### src/rtl/mexp_pkg.sv
`default_nettype none
package mexp_pkg;

	localparam int EXP_BITS_DEF = 32;
	localparam int MOD_W        = 31;
	localparam int DATA_W       = 32;
	localparam int MUL_STEPS    = DATA_W;
	localparam int CNT_W        = $clog2(MUL_STEPS);

	localparam logic [MOD_W-1:0] MOD_RESET = 31'd1000000007;

	typedef struct packed {
		logic load;
		logic start_mul;
		logic start_sqr;
		logic step;
		logic wr_acc;
		logic wr_sq;
		logic shift_e;
		logic finish;
	} cmd_t;

	typedef struct packed {
		logic e_bit;
		logic out_busy;
	} sts_t;

endpackage
`default_nettype wire

### src/rtl/mexp_ctrl.sv
`default_nettype none
module mexp_ctrl #(
	parameter int EXP_BITS = mexp_pkg::EXP_BITS_DEF
) (
	input  wire logic          clk,
	input  wire logic          arst_n,
	input  wire logic          in_valid,
	output logic               in_ready,
	input  mexp_pkg::sts_t     sts,
	output mexp_pkg::cmd_t     cmd
);

	localparam int BIT_W = (EXP_BITS > 1) ? $clog2(EXP_BITS) : 1;

	typedef enum logic [6:0] {
		S_IDLE = 7'b0000001,
		S_RED  = 7'b0000010,
		S_BIT  = 7'b0000100,
		S_MUL  = 7'b0001000,
		S_SQS  = 7'b0010000,
		S_SQR  = 7'b0100000,
		S_OUT  = 7'b1000000
	} state_t;

	state_t                      state_q, state_d;
	logic [mexp_pkg::CNT_W-1:0]  cnt_q;
	logic [BIT_W-1:0]            bit_q;
	logic                        cnt_last;
	logic                        bit_last;

	assign cnt_last = (cnt_q == mexp_pkg::CNT_W'(mexp_pkg::MUL_STEPS - 1));
	assign bit_last = (bit_q == BIT_W'(EXP_BITS - 1));

	always_comb begin
		state_d  = state_q;
		cmd      = '0;
		in_ready = 1'b0;
		case (state_q)
			S_IDLE: begin
				in_ready = 1'b1;
				if (in_valid) begin
					cmd.load = 1'b1;
					state_d  = S_RED;
				end
			end
			S_RED: begin
				cmd.step = 1'b1;
				if (cnt_last) begin
					cmd.wr_sq = 1'b1;
					state_d   = S_BIT;
				end
			end
			S_BIT: begin
				if (sts.e_bit) begin
					cmd.start_mul = 1'b1;
					state_d       = S_MUL;
				end else begin
					cmd.start_sqr = 1'b1;
					state_d       = S_SQR;
				end
			end
			S_MUL: begin
				cmd.step = 1'b1;
				if (cnt_last) begin
					cmd.wr_acc = 1'b1;
					state_d    = S_SQS;
				end
			end
			S_SQS: begin
				cmd.start_sqr = 1'b1;
				state_d       = S_SQR;
			end
			S_SQR: begin
				cmd.step = 1'b1;
				if (cnt_last) begin
					cmd.wr_sq   = 1'b1;
					cmd.shift_e = 1'b1;
					state_d     = bit_last ? S_OUT : S_BIT;
				end
			end
			S_OUT: begin
				if (!sts.out_busy) begin
					cmd.finish = 1'b1;
					state_d    = S_IDLE;
				end
			end
			default: begin
				state_d = S_IDLE;
			end
		endcase
	end

	always_ff @(posedge clk or negedge arst_n) begin
		if (!arst_n) begin
			state_q <= S_IDLE;
			cnt_q   <= '0;
			bit_q   <= '0;
		end else begin
			state_q <= state_d;
			if (cmd.step) begin
				cnt_q <= cnt_q + 1'b1;
			end else begin
				cnt_q <= '0;
			end
			if (cmd.load) begin
				bit_q <= '0;
			end else if (cmd.shift_e) begin
				bit_q <= bit_q + 1'b1;
			end
		end
	end

endmodule
`default_nettype wire

### src/rtl/mexp_dp.sv
`default_nettype none
module mexp_dp #(
	parameter int EXP_BITS = mexp_pkg::EXP_BITS_DEF
) (
	input  wire logic                          clk,
	input  wire logic                          arst_n,
	input  wire logic                          cfg_valid,
	input  wire logic [mexp_pkg::MOD_W-1:0]    cfg_data,
	input  wire logic                          op,
	input  wire logic [mexp_pkg::DATA_W-1:0]   base,
	input  wire logic [mexp_pkg::DATA_W-1:0]   exponent,
	output logic                               out_valid,
	input  wire logic                          out_ready,
	output logic [mexp_pkg::MOD_W-1:0]         power_result,
	input  mexp_pkg::cmd_t                     cmd,
	output mexp_pkg::sts_t                     sts
);

	localparam int MW = mexp_pkg::MOD_W;
	localparam int DW = mexp_pkg::DATA_W;

	logic [MW-1:0]       m_q;
	logic [MW-1:0]       acc_q;
	logic [MW-1:0]       sq_q;
	logic [MW-1:0]       r_q;
	logic [MW-1:0]       y_q;
	logic [DW-1:0]       x_q;
	logic [EXP_BITS-1:0] e_q;
	logic [MW-1:0]       res_q;
	logic                out_valid_q;

	logic [MW:0]         r2;
	logic [MW-1:0]       r2r;
	logic [MW-1:0]       addend;
	logic [MW:0]         r3;
	logic [MW-1:0]       r_next;
	logic [MW-1:0]       m_minus2;
	logic [63:0]         e_wide;

	assign r2     = {r_q, 1'b0};
	assign r2r    = (r2 >= {1'b0, m_q}) ? MW'(r2 - {1'b0, m_q}) : r2[MW-1:0];
	assign addend = x_q[DW-1] ? y_q : '0;
	assign r3     = {1'b0, r2r} + {1'b0, addend};
	assign r_next = (r3 >= {1'b0, m_q}) ? MW'(r3 - {1'b0, m_q}) : r3[MW-1:0];

	assign m_minus2 = (m_q >= MW'(2)) ? MW'(m_q - MW'(2)) : '0;
	assign e_wide   = op ? {{(64-MW){1'b0}}, m_minus2} : {{(64-DW){1'b0}}, exponent};

	assign sts.e_bit    = e_q[0];
	assign sts.out_busy = out_valid_q && !out_ready;

	assign out_valid    = out_valid_q;
	assign power_result = res_q;

	always_ff @(posedge clk or negedge arst_n) begin
		if (!arst_n) begin
			m_q         <= mexp_pkg::MOD_RESET;
			out_valid_q <= 1'b0;
		end else begin
			if (cfg_valid) begin
				m_q <= cfg_data;
			end
			if (cmd.finish) begin
				out_valid_q <= 1'b1;
			end else if (out_ready) begin
				out_valid_q <= 1'b0;
			end
		end
	end

	always_ff @(posedge clk) begin
		if (cmd.load) begin
			x_q   <= base;
			y_q   <= MW'(1);
			r_q   <= '0;
			e_q   <= e_wide[EXP_BITS-1:0];
			acc_q <= (m_q == MW'(1)) ? '0 : MW'(1);
		end else if (cmd.start_mul) begin
			x_q <= {{(DW-MW){1'b0}}, acc_q};
			y_q <= sq_q;
			r_q <= '0;
		end else if (cmd.start_sqr) begin
			x_q <= {{(DW-MW){1'b0}}, sq_q};
			y_q <= sq_q;
			r_q <= '0;
		end else if (cmd.step) begin
			x_q <= {x_q[DW-2:0], 1'b0};
			r_q <= r_next;
		end
		if (cmd.wr_acc) begin
			acc_q <= r_next;
		end
		if (cmd.wr_sq) begin
			sq_q <= r_next;
		end
		if (cmd.shift_e) begin
			e_q <= e_q >> 1;
		end
		if (cmd.finish) begin
			res_q <= (m_q == '0) ? '0 : acc_q;
		end
	end

endmodule
`default_nettype wire

### src/rtl/modular_exponentiation_top.sv
// Computes base to the power exponent modulo the configured modulus (reset value 1000000007),
// or, with op set, base to the power modulus minus two, which is the inverse for a prime
// modulus; only the low EXP_BITS bits of the exponent are scanned. One request is worked at
// a time on one shared bit-serial modular multiplier, which forms one product to reduce the
// base, one square per exponent bit and one multiply per set bit. A finished result waits
// in an output register while the next request is taken. The user must write the modulus
// through the configuration channel only while the block is idle; the block itself does
// not enforce it. A modulus of zero gives zero.
`default_nettype none
module modular_exponentiation_top #(
	parameter int EXP_BITS = mexp_pkg::EXP_BITS_DEF
) (
	input  wire logic                          clk,
	input  wire logic                          arst_n,
	input  wire logic                          cfg_valid,
	output logic                               cfg_ready,
	input  wire logic [mexp_pkg::MOD_W-1:0]    cfg_data,
	input  wire logic                          in_valid,
	output logic                               in_ready,
	input  wire logic                          op,
	input  wire logic [mexp_pkg::DATA_W-1:0]   base,
	input  wire logic [mexp_pkg::DATA_W-1:0]   exponent,
	output logic                               out_valid,
	input  wire logic                          out_ready,
	output logic [mexp_pkg::MOD_W-1:0]         power_result
);

	mexp_pkg::cmd_t cmd;
	mexp_pkg::sts_t sts;

	assign cfg_ready = 1'b1;

	mexp_ctrl #(
		.EXP_BITS(EXP_BITS)
	) u_ctrl (
		.clk      (clk),
		.arst_n   (arst_n),
		.in_valid (in_valid),
		.in_ready (in_ready),
		.sts      (sts),
		.cmd      (cmd)
	);

	mexp_dp #(
		.EXP_BITS(EXP_BITS)
	) u_dp (
		.clk          (clk),
		.arst_n       (arst_n),
		.cfg_valid    (cfg_valid),
		.cfg_data     (cfg_data),
		.op           (op),
		.base         (base),
		.exponent     (exponent),
		.out_valid    (out_valid),
		.out_ready    (out_ready),
		.power_result (power_result),
		.cmd          (cmd),
		.sts          (sts)
	);

endmodule
`default_nettype wire

### config.mk
export PLATFORM = sky130hd
export DESIGN_NAME = modular_exponentiation_top
export DESIGN_NICKNAME = d
export VERILOG_FILES = /design/src/rtl/mexp_pkg.sv /design/src/rtl/mexp_ctrl.sv /design/src/rtl/mexp_dp.sv /design/src/rtl/modular_exponentiation_top.sv
export SDC_FILE = /design/constraint.sdc
export NUM_CORES = 1
export LEC_CHECK = 0
export ABC_AREA = 1
export BUFFER_PORTS_ARGS = -buffer_cell sky130_fd_sc_hd__buf_2
export CELL_PAD_IN_SITES_DETAIL_PLACEMENT = 1
export CELL_PAD_IN_SITES_GLOBAL_PLACEMENT = 1
export CORE_ASPECT_RATIO = 1.75
export CORE_MARGIN = 3
export CORE_UTILIZATION = 30
export DETAILED_ROUTE_END_ITERATION = 8
export PLACE_DENSITY_LB_ADDON = 0.1
export SKIP_LAST_GASP = 1
export SYNTH_ARGS = -nofsm -noshare
export SYNTH_HDL_FRONTEND = slang
export SYNTH_SLANG_ARGS = --single-unit
### constraint.sdc
create_clock -name clk -period 10.2 [get_ports clk]
set_clock_uncertainty 0.1 [all_clocks]
set_input_delay 1.02 -clock clk [delete_from_list [all_inputs] [get_ports clk]]
set_output_delay 1.02 -clock clk [all_outputs]
set_load 0.1 [all_outputs]
# --- Yosys cells after proc, flatten, opt, wreduce, memory -nomap -nowiden ---
# Index checks and enable logic that the tools add are counted.
totals:
  ff_bits: 268
  out_inout_bits: 34
op_classes:
  addsub: 6
  magnitude_cmp: 3
  eq_ne: 15
  mux: 44
  n_reduce_logical: 11
ops:
  columns: ["operator", "count"]
  rows:
  - ["31-bit two-way mux", 10]
  - ["32-bit two-way mux", 5]
  - ["32-bit by 31-bit greater-or-equal comparator with 1-bit output", 2]
  - ["31-bit subtractor", 2]
  - ["7-bit one-hot mux with 7 select lines", 1]
  - ["7-bit two-way mux", 6]
  - ["31-bit by 31-bit adder with 32-bit output", 1]
  - ["31-bit by 1-bit == test with 1-bit output (second input constant)", 1]
  - ["31-bit by 2-bit greater-or-equal comparator with 1-bit output (second input constant)", 1]
  - ["31-bit logical NOT", 1]
  - ["31-bit by 2-bit subtractor with 31-bit output (second input constant)", 1]
  - ["1-bit two-way mux", 15]
  - ["5-bit two-way mux", 3]
  - ["5-bit by 1-bit adder with 5-bit output (second input constant)", 2]
  - ["5-bit == test (second input constant)", 2]
  - ["2-bit nonzero test", 4]
  - ["7-bit by 1-bit == test with 1-bit output (second input constant)", 1]
  - ["7-bit by 2-bit == test with 1-bit output (second input constant)", 1]
  - ["7-bit by 3-bit == test with 1-bit output (second input constant)", 1]
  - ["7-bit by 4-bit == test with 1-bit output (second input constant)", 1]
  - ["7-bit by 5-bit == test with 1-bit output (second input constant)", 1]
  - ["7-bit by 6-bit == test with 1-bit output (second input constant)", 1]
  - ["7-bit == test (second input constant)", 1]
  - ["6-bit two-way mux", 1]
  - ["other kinds (9)", 14]

# --- Longest topological paths before layout ---
depth:
  ltp_word: 7
  mapped_depth: 42

# --- Modules after synthesis ---
# A second synthesis with hierarchy kept.
unflattened:
  cells_unflattened: 2673
  hier_area_um2: 19232.2
modules_own_cells:
  columns: ["module", "instances", "cells_each", "area_each_um2", "seq_area_each_um2"]
  rows:
  - ["mexp_dp", 1, 2539, 18220.0, 6766.5]
  - ["mexp_ctrl", 1, 132, 1001.0, 426.7]
  - ["modular_exponentiation_top", 1, 2, 11.3, 0.0]

# --- Least setup slack after synthesis ---
# No wires, ideal clock.
synth_timing:
  path_kind: "register -> register"
  from: "register u_dp.m_q[28]"
  to: "register u_dp.acc_q[20] (data pin)"
  t_arrival_ps: 4898
  t_required_ps: 9834
  path_slack_ps: 4936
  stages_incl_launch_ff: 39
  path_cell_list: "dfstp_2 > inv_1 > ha_1 > nand2_1 > nor3_1 > nand2_1 > nor4_4 > nand3_1 > nand3_2 > buf_2 > nand2_1 > inv_1 > ha_1 > inv_1 > fa_1 > inv_1 > nand3_1 > nand2_1 > [... 3 more ...] > nand2_1 > nand2_1 > nand2_1 > nand2_1 > nand2_1 > inv_1 > ha_1 > nand2_1 > inv_1 > nand2_1 > nand2_1 > a21oi_1 > nand4_2 > nand3_4 > buf_2 > nand3_1 > nand2_1 > nor2_1"
synth_between:
  elab_chain_len: 6
synth_rtl:
  columns: ["element", "line", "rtl"]
  rows:
  - ["start, declared", "mexp_dp.sv:22", "logic [MW-1:0] m_q;"]
  - ["start signal, assigned", "mexp_dp.sv:57", "m_q <= mexp_pkg::MOD_RESET;"]
  - ["start signal, assigned", "mexp_dp.sv:61", "m_q <= cfg_data;"]
  - ["32-bit by 31-bit greater-or-equal comparator with 1-bit output or 31-bit subtractor (tied branches)", "mexp_dp.sv:41", "assign r2r = (r2 >= {1'b0, m_q}) ? MW'(r2 - {1'b0, m_q}) : r2[MW-1:0];"]
  - ["31-bit two-way mux", "mexp_dp.sv:41", null]
  - ["31-bit by 31-bit adder with 32-bit output", "mexp_dp.sv:43", "assign r3 = {1'b0, r2r} + {1'b0, addend};"]
  - ["31-bit subtractor or 32-bit by 31-bit greater-or-equal comparator with 1-bit output (tied branches)", "mexp_dp.sv:44", "assign r_next = (r3 >= {1'b0, m_q}) ? MW'(r3 - {1'b0, m_q}) : r3[MW-1:0];"]
  - ["31-bit two-way mux *", "mexp_dp.sv:44", null]
  - ["31-bit two-way mux *", "mexp_dp.sv:90", "if (cmd.wr_acc) begin"]
  - ["end signal, assigned", "mexp_dp.sv:77", "acc_q <= (m_q == MW'(1)) ? '0 : MW'(1);"]
  - ["end signal, assigned", "mexp_dp.sv:91", "acc_q <= r_next;"]
  - ["end, declared", "mexp_dp.sv:23", "logic [MW-1:0] acc_q;"]
# Mark *: on every way between the ends. The rest lies on a longest branch, timed or not.
# A chain may end at the register's enable or synchronous reset.

# --- Final worst setup path ---
layout_timing:
  from: "register u_dp.m_q[0]"
  to: "register u_dp.sq_q[23] (data pin)"
layout_between:
  elab_chain_len: 5
layout_rtl:
  columns: ["element", "line", "rtl"]
  rows:
  - ["31-bit subtractor or 32-bit by 31-bit greater-or-equal comparator with 1-bit output (tied branches)", "mexp_dp.sv:41", null]
  - ["31-bit two-way mux", "mexp_dp.sv:41", null]
  - ["31-bit by 31-bit adder with 32-bit output", "mexp_dp.sv:43", null]
  - ["31-bit subtractor or 32-bit by 31-bit greater-or-equal comparator with 1-bit output (tied branches)", "mexp_dp.sv:44", null]
  - ["31-bit two-way mux *", "mexp_dp.sv:44", null]
  - ["via u_dp.r_next[23]", "mexp_dp.sv:36", "logic [MW-1:0] r_next;"]
  - ["end signal, assigned", "mexp_dp.sv:94", "sq_q <= r_next;"]
  - ["end, declared", "mexp_dp.sv:24", "logic [MW-1:0] sq_q;"]
# Mark *: on every way through the listed nets, which the timed path passes. The rest lies on a longest branch.

==> impl_metrics.yaml <==
critical_path:
  rr_endpoint: "u_dp.sq_q[23]"
  critical_path.endpoint_type: "flip-flop"
  crit_top_cell: "nand2_1"
  slowest_stage: "inv_2"
  ff2ff_setup_slack_ns: 1.07
  critPathLaunchType: "flip-flop"
  worstPathArrival_ns: 9.33
  slowest_delay_ns: 0.81
  cp_max_fo: 35
  rr_worst_depth: 34
  path_delay_family: "simple AND/OR/NAND/NOR gates"
  worstPathRequired_ns: 10.40
  rr_startpoint: "u_dp.m_q[0]"
  path_buf_inv: 5
  path_class: "flip-flop to flip-flop"
routing:
  vias_per_cell: 5.00
  wl_per_cell_um: 22.8
  antenna_left: 0
  drc: 0
  wl_mm: 83.6
  vias: 18393
  firstDrtPassIters: 7
  drt_iter0_markers: 901
yosys:
  seq_area_frac_synth_pct: 37.1
  dominantRegCellSynth: "edfxtp_1"
  async_reset_ff_share_pct: 18.3
  synth_area_mm2: 0.0194
  syn_area_per_cell_um2: 7.05
  synth.distinct_cells: 56
  synth_edf_count: 156
  synthCells: 2750
  synth_nets: 2952
  yosysWarnings: 0
  ys_seq_elements: 268
global_route:
  grt_max_degree: 68
  first_global_vias: 19529
  grt_use_total_pct: 24.3
  grt_pass1_wl_mm: 124
  grt_overflow: 0
  antenna_found_initial: 0
die:
  rows: 122
  die_area_mm2: 0.0678
  die_height_um: 342
  coreArea_mm2: 0.0637
  die_w_um: 198
  ios: 135
  initial_core_util_pct: 30.4
power_and_ir_drop:
  power_density_mw_per_mm2: 410
  power_leakage_nw: 10.7
  peakVddDrop_mv: 0.194
placed_design:
  place_congestion: 0.965
  dpl.cell_count: 3623
  placed_cell_area_mm2: 0.0208
  port_buffers: 133
  hpwl_mm: 69.5
cts:
  cts_sinks: 268
  clkTransAtPathRegs_ns: 0.07
  ctsResizeCount: 0
  clk_path_buf_depth: 3
  cts_setup_buffers: 0
  cts_hold_buf: 0
  cts_tree: "built"
  root_buffer: "clkbuf_16"
  cts-buffers-inserted: 28
  clock_latency_ns: 0.58
  htree_levels: 1
final_layout:
  stdcell_count: 3675
  diodes: 0
  nets: 3049
  layout-drive-gt1-share_pct: 10.1
  area_delta_synth_final_pct: 12.4
  finish.utilization_pct: 34.2
  n_fill_cell: 8014
  fin_area_mm2: 0.0218
flow_run:
  drv_cap: 0
worst_hold_path:
  hold_end: "u_dp.r_q[28]"
  hp-start: "u_dp.r_q[28]"
  worstHoldPathType: "flip-flop to flip-flop"
  hold_depth: 2
sta:
  rsz0062_at_grt: "no"
  setup_violations: 0
  fin_crit_sh_pct: 89.5
  period_needed_ns: 9.13
  setup_tns_ns: 0
  hold_viol_final: 0
  final-max-slew-violation-count: 0
  slew_headroom_pct: 16.2
  hold-worst-slack_ns: 0.382
  worst_pin_slew_ns: 1.24
  timing.fmax_mhz: 110
status:
  status: "completed"
-- area by class of cell --
cell class	count	area, um2	area share (%)
Sequential cell	268	7190	33.0
Tap cell	806	1010	4.63
Multi-Input combinational cell	1974	10200	46.8
Clock inverter	16	196	0.902
Clock buffer	36	802	3.68
Timing Repair Buffer	149	786	3.61
Inverter	426	1600	7.34
-- flip-flops by register name, indices dropped and copies added (netlist names) --
register           cells
u_ctrl.cnt_q           5
u_ctrl.bit_q           5
u_ctrl.state_q         7
u_dp.acc_q            31
u_dp.x_q              32
u_dp.y_q              31
u_dp.power_result     31
u_dp.r_q              31
u_dp.sq_q             31
u_dp.out_valid         1
u_dp.m_q              31
u_dp.e_q              32
-- how the worst max path moves through the flow --
stage                       from  cells after the start  slack [ns]              to
detailed placement  u_dp.m_q[28]                     30        1.08  u_dp.acc_q[19]
global placement    u_dp.m_q[28]                     30        1.15  u_dp.acc_q[19]
global route         u_dp.m_q[0]                     34        0.43  u_dp.acc_q[23]
CTS                 u_dp.m_q[28]                     30        1.04  u_dp.acc_q[19]
finish               u_dp.m_q[0]                     34        1.07   u_dp.sq_q[23]
floorplan           u_dp.m_q[28]                     38        4.94  u_dp.acc_q[20]
-- synth_stat cells, drive strengths merged (2+ instances only) --
cell type	n	area, um2
a21boi	2	18.8
a21o	9	67.6
a21oi	181	925
a31oi	33	206
and2	5	31.3
buf	44	277
clkbuf	38	144
dfrtp	32	801
dfstp	17	447
dfxtp	63	1260
edfxtp	156	4680
fa	3	60.1
ha	98	1230
inv	426	1600
nand2	816	3110
nand3	177	928
nand3b	23	173
nand4	30	194
nor2	300	1180
nor3	28	155
nor4	10	114
o211ai	33	248
o21a	4	30.0
o21ai	122	656
o21bai	12	90.1
o31ai	2	28.8
or2	6	37.5
xnor2	35	307
xor2	39	342
-- routing by layer --
| layer | up-vias | part of all wire, % | global-route usage (%) |
|---|---|---|---|
| met5 | - | 0 | 0 |
| met1 | 8871 | 40 | 28.1 |
| met4 | 0 | 6.0 | 12.1 |
| met2 | 347 | 51 | 44.4 |
| li1 | 9067 | - | - |
| met3 | 108 | 2.7 | 2.00 |
-- worst reg2reg max path: cells and delay by family, from the launching register on --
family,cells,cell delay [ns]
compound gates,2,0.99
flops,1,0.67
simple gates,24,4.43
fa+ha+maj,3,1.49
buf+inv,5,1.17
-- cell usage in the layout, fill, tap and decap left out, types with 35 or more instances in the layout --
cell type	instances
edfxtp_1	156
inv_1	416
buf_2	133
nand3_1	170
nand2_1	802
a21oi_1	176
xor2_1	39
o21ai_0	108
nor2_1	285
ha_1	98
dfxtp_1	63
xnor2_1	35
-- stage by stage --
step	setup WS, ns	total power [W]
5_1_grt	0.431	0.00957
3_5_place_dp	1.08	0.00780
4_1_cts	1.04	0.00897
2_1_floorplan	4.94	0.00557
6_report	1.07	0.00892
3_3_place_gp	1.15	0.00775
-- cells by family (layout without fill, tap and decap cells) --
kind of cell	Yosys count	count (layout)	share of synthesized area, %
other	1	1	0.0194
AO/OA/AOI/OAI	402	402	11.9
buffers and inverters	508	627	10.4
AND/OR/NAND/NOR	1396	1396	30.6
XOR/XNOR	74	74	3.34
flip-flops	268	268	37.1
adder cells (fa/ha/maj)	101	101	6.64
-- power by group --
group / internal (W) / total, W / switching, W
Sequential: 0.00161 / 0.00178 / 0.000174
Clock: 0.000659 / 0.00114 / 0.000478
Combinational: 0.00164 / 0.00600 / 0.00436
Note: power is estimated with default switching activity, not from simulation.
